[src/design/assert_macros.svh]
// ----------------------------------------------------------------------------
// assert_macros.svh
// Concurrent assertion helpers for the RTL.
// ----------------------------------------------------------------------------
`ifndef ASSERT_MACROS_SVH
`define ASSERT_MACROS_SVH

// property must hold at every rising clock edge outside reset
`define DLTA_ASSERT(lbl, clk, rst_n, prop, msg) \
  lbl: assert property (@(posedge clk) disable iff (!rst_n) (prop)) else $error(msg);

// expression must never be true outside reset
`define DLTA_ASSERT_NEVER(lbl, clk, rst_n, expr, msg) \
  `DLTA_ASSERT(lbl, clk, rst_n, !(expr), msg)

`endif

[src/design/dlta_pkg.sv]
// ----------------------------------------------------------------------------
// dlta_pkg
// Types and constants of the lease table allocator.
// ----------------------------------------------------------------------------
package dlta_pkg;

  localparam int LEASE_SLOTS = 8;
  localparam int FIRST_HOST  = 16;
  localparam int SLOT_W      = (LEASE_SLOTS > 1) ? $clog2(LEASE_SLOTS) : 1;

  localparam int MAC_W      = 48;
  localparam int TIME_W     = 32;
  localparam int MARK_W     = 16;
  localparam int ADDR_W     = 32;
  localparam int OUT_SLOT_W = 3;
  localparam int STATUS_W   = 2;
  localparam int CFG_IDX_W  = 8;
  localparam int CFG_DATA_W = 32;
  localparam int IN_DATA_W  = 88;
  localparam int OUT_DATA_W = 40;

  localparam logic [ADDR_W-1:0] SERVER_ADDRESS_RST = 32'hC0A8_0401;
  localparam logic [TIME_W-1:0] LEASE_DURATION_RST = 32'd86_400_000;

  localparam logic [CFG_IDX_W-1:0] REG_SERVER_ADDRESS = 8'd0;
  localparam logic [CFG_IDX_W-1:0] REG_LEASE_DURATION = 8'd1;

  localparam logic CMD_DISCOVER = 1'b0;
  localparam logic CMD_REQUEST  = 1'b1;

  localparam logic [STATUS_W-1:0] ST_OFFER = 2'd0;
  localparam logic [STATUS_W-1:0] ST_ACK   = 2'd1;
  localparam logic [STATUS_W-1:0] ST_NONE  = 2'd2;

  typedef struct packed {
    logic              valid;
    logic              cmd;
    logic [MAC_W-1:0]  mac;
    logic [TIME_W-1:0] now;
    logic              found;
    logic [SLOT_W-1:0] found_slot;
    logic              free_ok;
    logic [SLOT_W-1:0] free_slot;
  } token_t;

  typedef struct packed {
    logic              we;
    logic [SLOT_W-1:0] slot;
    logic [MAC_W-1:0]  mac;
    logic [MARK_W-1:0] expiry;
  } commit_t;

endpackage

[src/design/dlta_cell.sv]
// ----------------------------------------------------------------------------
// dlta_cell
// One lease slot: checks the passing lookup item against its MAC and expiry
// mark, frees an expired lease on discover, and takes the final write.
// ----------------------------------------------------------------------------
module dlta_cell (
  input  logic                    clk_i,
  input  logic                    rst_ni,
  input  logic [dlta_pkg::SLOT_W-1:0] idx_i,
  input  dlta_pkg::token_t        tok_i,
  output dlta_pkg::token_t        tok_o,
  input  dlta_pkg::commit_t       commit_i
);
  import dlta_pkg::*;

  logic [MAC_W-1:0]  mac_q, mac_d;
  logic [MARK_W-1:0] exp_q, exp_d;
  token_t            tok_q, tok_d;

  logic              match, is_free, expired, claimable;
  logic [MARK_W-1:0] diff;
  logic [TIME_W-1:0] claim_diff;

  always_comb begin
    match      = (mac_q == tok_i.mac);
    is_free    = (mac_q == '0);
    diff       = tok_i.now[TIME_W-1:MARK_W] - exp_q;
    expired    = !is_free && (exp_q != '0) && (diff != '0) && !diff[MARK_W-1];
    claim_diff = {exp_q, {MARK_W{1'b1}}} - tok_i.now;
    claimable  = is_free || claim_diff[TIME_W-1];

    tok_d = tok_i;
    mac_d = mac_q;
    exp_d = exp_q;

    if (tok_i.valid) begin
      if (tok_i.cmd == CMD_DISCOVER) begin
        if (!tok_i.found) begin
          if (match) begin
            tok_d.found      = 1'b1;
            tok_d.found_slot = idx_i;
          end else if (is_free) begin
            if (!tok_i.free_ok) begin
              tok_d.free_ok   = 1'b1;
              tok_d.free_slot = idx_i;
            end
          end else if (expired) begin
            mac_d = '0;
            exp_d = '0;
            if (!tok_i.free_ok) begin
              tok_d.free_ok   = 1'b1;
              tok_d.free_slot = idx_i;
            end
          end
        end
      end else begin
        if (!tok_i.found && match) begin
          tok_d.found      = 1'b1;
          tok_d.found_slot = idx_i;
        end
        if (!tok_i.free_ok && claimable) begin
          tok_d.free_ok   = 1'b1;
          tok_d.free_slot = idx_i;
        end
      end
    end

    if (commit_i.we && (commit_i.slot == idx_i)) begin
      mac_d = commit_i.mac;
      exp_d = commit_i.expiry;
    end
  end

  always_ff @(posedge clk_i or negedge rst_ni) begin
    if (!rst_ni) begin
      mac_q <= '0;
      exp_q <= '0;
      tok_q <= '0;
    end else begin
      mac_q <= mac_d;
      exp_q <= exp_d;
      tok_q <= tok_d;
    end
  end

  assign tok_o = tok_q;

endmodule

[src/design/dhcp_lease_table_allocator.sv]
// ----------------------------------------------------------------------------
// dhcp_lease_table_allocator
// Lease slot allocation for a DHCP server: discover offers, request acks.
// ----------------------------------------------------------------------------
// Usage: a lookup item enters on the s_axis channel (tuser = cmd, discover or
// request). It walks a row of lease cells, one slot per cycle, and one result
// item leaves on the m_axis channel (tuser = status: offer, ack or no address).
// The item passes each cell register in turn, then the result register, and
// then the output register that drives tvalid on the result side.
// One item is in the row at a time, so a new item is taken once the previous
// result has moved into the output register. A stalled receiver holds the
// output register; one finished result more waits inside, and after that
// s_axis_tready stays low.
// The cfg channel writes server_address (index 0) or lease_duration_ms
// (index 1); other indexes are ignored. It is always ready; the user must
// write it only while no item is in flight, which the block does not enforce.
// Reset clears every slot (MAC and expiry zero, slot free) and restores the
// register defaults 192.168.4.1 and 86400000 ms.
// ----------------------------------------------------------------------------
module dhcp_lease_table_allocator (
  input  logic                            clk_i,
  input  logic                            rst_ni,
  // cfg write channel
  input  logic                            cfg_valid_i,
  output logic                            cfg_ready_o,
  input  logic [dlta_pkg::CFG_IDX_W-1:0]  cfg_index_i,
  input  logic [dlta_pkg::CFG_DATA_W-1:0] cfg_data_i,
  // lookup items
  input  logic                            s_axis_tvalid_i,
  output logic                            s_axis_tready_o,
  // [47:0] client_mac, [79:48] now_ms, [80] broadcast_requested,
  // [81] client_has_address, [87:82] zero
  input  logic [dlta_pkg::IN_DATA_W-1:0]  s_axis_tdata_i,
  // [0] cmd
  input  logic                            s_axis_tuser_i,
  // result items
  output logic                            m_axis_tvalid_o,
  input  logic                            m_axis_tready_i,
  // [2:0] slot, [34:3] offered_address, [35] send_unicast, [39:36] zero
  output logic [dlta_pkg::OUT_DATA_W-1:0] m_axis_tdata_o,
  // [1:0] status
  output logic [dlta_pkg::STATUS_W-1:0]   m_axis_tuser_o
);
  import dlta_pkg::*;

  `include "assert_macros.svh"

  typedef enum logic [3:0] {
    S_IDLE = 4'b0001,
    S_WALK = 4'b0010,
    S_RES  = 4'b0100,
    S_HOLD = 4'b1000
  } state_e;

  typedef struct packed {
    logic [STATUS_W-1:0]   status;
    logic [OUT_SLOT_W-1:0] slot;
    logic [ADDR_W-1:0]     addr;
    logic                  unicast;
  } result_t;

  state_e state_q, state_d;

  logic [ADDR_W-1:0] srv_addr_q;
  logic [TIME_W-1:0] lease_dur_q;

  logic    bcast_q, has_addr_q;
  logic    s_accept, m_load;
  token_t  tok_in;
  token_t  tok_chain [LEASE_SLOTS+1];
  logic [LEASE_SLOTS-1:0] tok_valid;
  token_t  tok_last;

  commit_t commit_q, commit_d;
  result_t res_q, res_d;
  result_t out_q;
  logic    out_valid_q;

  logic                  sel_ok;
  logic [SLOT_W-1:0]     sel_slot;
  logic [SLOT_W+2:0]     sel_ext;
  logic [7:0]            host;
  logic [TIME_W-1:0]     new_end;

  // cfg
  assign cfg_ready_o = 1'b1;

  always_ff @(posedge clk_i or negedge rst_ni) begin
    if (!rst_ni) begin
      srv_addr_q  <= SERVER_ADDRESS_RST;
      lease_dur_q <= LEASE_DURATION_RST;
    end else if (cfg_valid_i) begin
      unique case (cfg_index_i)
        REG_SERVER_ADDRESS: srv_addr_q  <= cfg_data_i;
        REG_LEASE_DURATION: lease_dur_q <= cfg_data_i;
        default: ;
      endcase
    end
  end

  // input side
  assign s_axis_tready_o = (state_q == S_IDLE);
  assign s_accept        = s_axis_tvalid_i && s_axis_tready_o;

  always_comb begin
    tok_in            = '0;
    tok_in.valid      = s_accept;
    tok_in.cmd        = s_axis_tuser_i;
    tok_in.mac        = s_axis_tdata_i[47:0];
    tok_in.now        = s_axis_tdata_i[79:48];
  end

  always_ff @(posedge clk_i) begin
    if (s_accept) begin
      bcast_q    <= s_axis_tdata_i[80];
      has_addr_q <= s_axis_tdata_i[81];
    end
  end

  // cell row
  assign tok_chain[0] = tok_in;

  for (genvar g = 0; g < LEASE_SLOTS; g++) begin : g_cell
    dlta_cell u_cell (
      .clk_i    (clk_i),
      .rst_ni   (rst_ni),
      .idx_i    (SLOT_W'(g)),
      .tok_i    (tok_chain[g]),
      .tok_o    (tok_chain[g+1]),
      .commit_i (commit_q)
    );
    assign tok_valid[g] = tok_chain[g+1].valid;
  end

  assign tok_last = tok_chain[LEASE_SLOTS];

  // result and write-back
  always_comb begin
    sel_ok   = tok_last.found || tok_last.free_ok;
    sel_slot = tok_last.found ? tok_last.found_slot : tok_last.free_slot;
    sel_ext  = {3'b000, sel_slot};
    host     = 8'(FIRST_HOST) + 8'(sel_ext);
    new_end  = tok_last.now + lease_dur_q;

    commit_d        = '0;
    commit_d.we     = tok_last.valid && sel_ok && (tok_last.cmd == CMD_REQUEST);
    commit_d.slot   = sel_slot;
    commit_d.mac    = tok_last.mac;
    commit_d.expiry = new_end[TIME_W-1:MARK_W];

    res_d = '0;
    if (sel_ok) begin
      res_d.status  = (tok_last.cmd == CMD_REQUEST) ? ST_ACK : ST_OFFER;
      res_d.slot    = sel_ext[OUT_SLOT_W-1:0];
      res_d.addr    = {srv_addr_q[ADDR_W-1:8], host};
      res_d.unicast = (tok_last.cmd == CMD_REQUEST) && !bcast_q && !has_addr_q;
    end else begin
      res_d.status = ST_NONE;
    end
  end

  always_ff @(posedge clk_i or negedge rst_ni) begin
    if (!rst_ni) begin
      commit_q <= '0;
    end else begin
      commit_q <= commit_d;
    end
  end

  always_ff @(posedge clk_i) begin
    if (tok_last.valid) begin
      res_q <= res_d;
    end
  end

  // sequencer
  assign m_load = (state_q == S_HOLD) && (!out_valid_q || m_axis_tready_i);

  always_comb begin
    state_d = state_q;
    unique case (state_q)
      S_IDLE: if (s_accept) state_d = S_WALK;
      S_WALK: if (tok_last.valid) state_d = S_RES;
      S_RES:  state_d = S_HOLD;
      S_HOLD: if (m_load) state_d = S_IDLE;
      default: state_d = S_IDLE;
    endcase
  end

  always_ff @(posedge clk_i or negedge rst_ni) begin
    if (!rst_ni) begin
      state_q <= S_IDLE;
    end else begin
      state_q <= state_d;
    end
  end

  // output register
  always_ff @(posedge clk_i or negedge rst_ni) begin
    if (!rst_ni) begin
      out_valid_q <= 1'b0;
    end else if (m_load) begin
      out_valid_q <= 1'b1;
    end else if (m_axis_tready_i) begin
      out_valid_q <= 1'b0;
    end
  end

  always_ff @(posedge clk_i) begin
    if (m_load) begin
      out_q <= res_q;
    end
  end

  assign m_axis_tvalid_o = out_valid_q;
  assign m_axis_tuser_o  = out_q.status;
  assign m_axis_tdata_o  = {4'b0000, out_q.unicast, out_q.addr, out_q.slot};

  // checks
  `DLTA_ASSERT(a_one_item_in_row, clk_i, rst_ni, $onehot0(tok_valid),
    "more than one item in the cell row")
  `DLTA_ASSERT(a_exit_in_walk, clk_i, rst_ni, tok_last.valid |-> state_q == S_WALK,
    "item left the cell row outside the walk")
  `DLTA_ASSERT(a_commit_after_exit, clk_i, rst_ni, commit_q.we |-> state_q == S_RES,
    "slot write outside the result cycle")
  `DLTA_ASSERT_NEVER(a_none_zero_fields, clk_i, rst_ni,
    out_valid_q && out_q.status == ST_NONE && m_axis_tdata_o != '0,
    "no-address result with nonzero fields")

endmodule

[config.mk]
export PLATFORM = sky130hd
export DESIGN_NAME = dhcp_lease_table_allocator
export DESIGN_NICKNAME = d
export VERILOG_FILES = /design/src/design/dlta_pkg.sv /design/src/design/dlta_cell.sv /design/src/design/dhcp_lease_table_allocator.sv
export VERILOG_INCLUDE_DIRS = /design/src /design/src/design
export SDC_FILE = /design/constraint.sdc
export NUM_CORES = 2
export LEC_CHECK = 0
export BUFFER_PORTS_ARGS = -buffer_cell sky130_fd_sc_hd__buf_2
export CAP_MARGIN = 0
export CORE_MARGIN = 4
export CORE_UTILIZATION = 50
export CTS_BUF_LIST = sky130_fd_sc_hd__clkbuf_4 sky130_fd_sc_hd__clkbuf_8 sky130_fd_sc_hd__clkbuf_16
export DETAILED_ROUTE_END_ITERATION = 6
export PLACE_DENSITY = 0.73
export SLEW_MARGIN = 20
export SYNTH_ARGS = -nofsm -noshare
export SYNTH_HDL_FRONTEND = slang
export SYNTH_HIERARCHICAL = 1
export SYNTH_SLANG_ARGS = --single-unit
[constraint.sdc]
create_clock -name clk_i -period 3 [get_ports clk_i]
set_input_delay 0.3 -clock clk_i [delete_from_list [all_inputs] [get_ports clk_i]]
set_output_delay 0.3 -clock clk_i [all_outputs]
set_load 0.01 [all_outputs]
==> metrics.md <==
| Metric | Value |
|---|---|
| I/O Buffers | 163 |
| Yosys cell types | 110 |
| Nets | 6,773 |
| Max Cap Violations | 0 |
| Final worst path period share | 116% |
| Vias/cell | 5.82 |
| Critical Path AT | 4.21 ns |
| Area delta synth->final | 28.1% |
| Startpoint types | flop |
| Root Driver | clkbuf_16 |
| Synthesized flop and latch total | 1,425 |
| Tmin final | 3.49 ns |
| Setup Skew | 0.0753 ns |
| Most frequent cell on the critical path | buf_12 |
| First-pass GRT wire length | 276,000 um |
| Overflow after GRT | 0 |
| VDD IR max | 644 uV |
| Clock transition at path regs | 0.06 ns |
| Die area | 133,000 sq um |
| Layout cells sized above 1 | 27.1% |
| Dpl hpwl | 127,000 um |
| Synth Flop Type | dfrtp_1 |
| EDFF count, synth | 64 |
| Synthesized area per cell | 11.9 sq um |
| Share of the yosys chip area belonging to registers | 56.8% |
| Ys Warns | 6 |
| Final Max Tran Viols | 0 |
| Slew @ Worst Pin | 1.01 ns |
| Worst Path Max Fanout | 6 |
| Critical Path End Type | flop |
| Top-count cell post-synth | dfrtp_1 |
| Worst-Skew Late Latency | 0.81 ns |
| Antenna Nets Post-Route | 0 |
| GP Congestion | 0.932 |
| Die Ht | 364 um |
| Outcome | complete, but fails checks |
| DR iter-0 viols | 4,346 |
| Worst path bufs/invs | 4 |
| Core Rows | 130 |
| Final hold vios | 0 |
| Worst-case clock buffer depth | 3 |
| Dominant cell type by area after synthesis | dfrtp_1 |
| Hold Crit Class | primary input to async pin |
| Asr flop ratio synth | 95.5% |
| Initial Util | 50.4% |
| GRT Overall Usage | 27.1% |
| Final setup violation count | 544 |
| Drt wl/cell | 23.1 um |
| Comb power frac | 34.5% |
| DR pass1 iterations | 7 |
| Core Area | 126,000 sq um |
| CP Cell Sequence | inv_2, ha_4, fa_2, nor2b_2, o2111ai_4, a21oi_2, mux2i_1, or4b_1, nor3_2, or3b_4, a31oi_4, buf_12, buf_12, clkbuf_16, a22o_1 |
| Leakage | 38.0 nW |
| Worst Setup Path Type | flop to flop |
| Maximum single-stage delay on the critical path | 0.50 ns |
| Psw | 0.0239 W |
| Power Density | 847 nW/um^2 |
| Detailed-route wire length | 188,000 um |
| Slew headroom | 32.7% |
| Switching share of power | 34.7% |
| Post-synth top area share | 53.1% |
| Pin count of the biggest net entering global routing | 108 |
| RSZ-0062 raised after global routing | yes |
| Num ports | 179 |
| Die W | 364 um |
| P_int | 0.0449 W |
| Commonest cells in the netlist | dfrtp_1 (1,345), nand2_1 (480), xor2_1 (420), inv_1 (298), ha_1 (270) |
| Delay-heaviest family, CP | simple AND/OR/NAND/NOR gates |
| Synthesized instance count | 5,328 |
| Violated checks | design-rule violations, negative setup slack |
| H-tree levels | 4 |
| Initial antenna violation count | 0 |
| CTS tree | built |
| Sequential Power Share | 38.3% |
| Vias in the first global route | 47,700 |
| CP max stage cell | or4b_1 |
| Drc violations | 11 |
| Max frequency | 0.287 GHz |
| Fin Setup TNS | -134.33 ns |
| Cell Area, Synth | 63,400 sq um |
| Largest cells by area after synthesis | dfrtp_1 (53%), xor2_1 (5.8%), ha_1 (5.3%) |
| CTS Buf Count | 144 |
| Clock sinks | 1,425 |
| Hold slack | 0.0643 ns |
| Clk network pwr share | 27.1% |
| WP data required | 3.72 ns |
| Vias | 47,300 |
| Worst Setup Slack, final | -0.490 ns |
==> placed cells by master (no fill, tap or decap), types with 70 or more instances in the layout <==
master / synthesis / routed
nor4_1: 240 / 237
buf_4: 12 / 568
o21ai_2: 1 / 149
dfrtp_1: 1345 / 1343
ha_1: 270 / 249
nor2_1: 120 / 116
clkbuf_16: 0 / 168
conb_1: 2 / 121
xor2_1: 420 / 416
a22o_1: 212 / 212
a22o_4: 0 / 70
mux2_2: 86 / 86
dlygate4sd3_1: 2 / 118
a21oi_1: 165 / 154
inv_1: 298 / 290
buf_2: 30 / 162
nand4_1: 86 / 86
nand2_1: 480 / 477
o21ai_0: 239 / 82
==> logic make-up after synthesis <==
kind of cell	Yosys count	synth area share (%)
other cells	2	0.0119
buf+inv	520	3.68
simple gates	1305	10.8
xor+xnor	477	6.59
mux	130	2.22
flops	1425	56.8
compound gates	1191	14.3
fa+ha+maj	278	5.58
==> power groups by stage <==
stage                     Sequential [W]  Combinational, W  Clock, W
after CTS                         0.0261            0.0211    0.0189
after floorplan                   0.0253            0.0123         0
after global placement            0.0262            0.0192         0
after detailed placement          0.0264            0.0196         0
final                             0.0264            0.0237    0.0187
after global routing              0.0267            0.0255    0.0198
==> sequential cells by signal (all words and copies together), names as in the netlist <==
register and flops:
g_cell.u_cell/tok_o 720, has_addr_q 1, g_cell.u_cell/exp_q 128, m_axis_tdata_o 29, bcast_q 1, commit_q 68, lease_dur_q 32, g_cell.u_cell/mac_q 384
m_axis_tuser_o 2, res_q 31, state_q 4, m_axis_tvalid_o 1, srv_addr_q 24
==> layout make-up <==
class	count	area, sq um
clock buffers	191	4080
repair buffers	990	9050
clock inverters	72	938
flip-flops and latches	1425	36000
inverters	298	1120
fillers	9062	44600
diodes	1	2.50
multi-input cells	3502	27900
well taps	1650	2060
==> repair_timing <==
action,4_1_cts,5_1_grt
hold endpoints to repair,426,0
buffers inserted,41,39
cloned,26,33
pin swaps,53,230
endpoints found under the setup margin,544,544
hold buffers,118,0
gates resized for setup,192,501
==> metal layers <==
| layer | up-vias | GRT usage [%] | share of wire (%) |
|---|---|---|---|
| met3 | 542 | 4.29 | 6.5 |
| met4 | 0 | 12.1 | 5.2 |
| met5 | - | 0 | 0 |
| li1 | 21000 | - | - |
| met2 | 2105 | 44.6 | 48 |
| met1 | 23600 | 35.7 | 40 |
==> stage by stage <==
step	setup WS, ns	instances	utilization (%)	area (sq um)	total power, W
finish	-0.490	8129	64.6	81200	0.0688
global route	-0.649	8128	64.6	81200	0.0720
CTS	-0.475	8070	62.4	78500	0.0661
detailed placement	-0.441	7623	56.0	70500	0.0460
global placement	-0.432	7623	56.0	70500	0.0454
floorplan	-0.193	5447	-	64000	0.0376
==> worst register-to-register path, delay by kind of cell (launching register included) <==
family	cells	cell delay, ns
adder cells (fa/ha/maj)	2	0.51
flip-flops	1	0.38
multiplexers	1	0.08
AO/OA/AOI/OAI	4	0.68
buffers and inverters	4	0.50
AND/OR/NAND/NOR	4	1.29
==> final timing paths <==
path | end | depth (start not counted) | slack [ns] | from
worst max register to register | g_cell[3].u_cell/mac_q[41] | 15 | -0.49 | g_cell[2].u_cell/tok_o[24]
max in group asynchronous | g_cell[6].u_cell/mac_q[27] | 3 | 1.81 | rst_ni
worst max-delay path | g_cell[3].u_cell/mac_q[41] | 15 | -0.49 | g_cell[2].u_cell/tok_o[24]
worst min register to register | g_cell[1].u_cell/tok_o[13] | 0 | 0.33 | g_cell[0].u_cell/tok_o[13]
worst min-delay path | g_cell[0].u_cell/tok_o[24] | 2 | 0.06 | rst_ni
min in group clk_i | g_cell[0].u_cell/tok_o[61] | 2 | 0.16 | s_axis_tdata_i[21]
No activity file was read; power rests on OpenSTA's default activity.
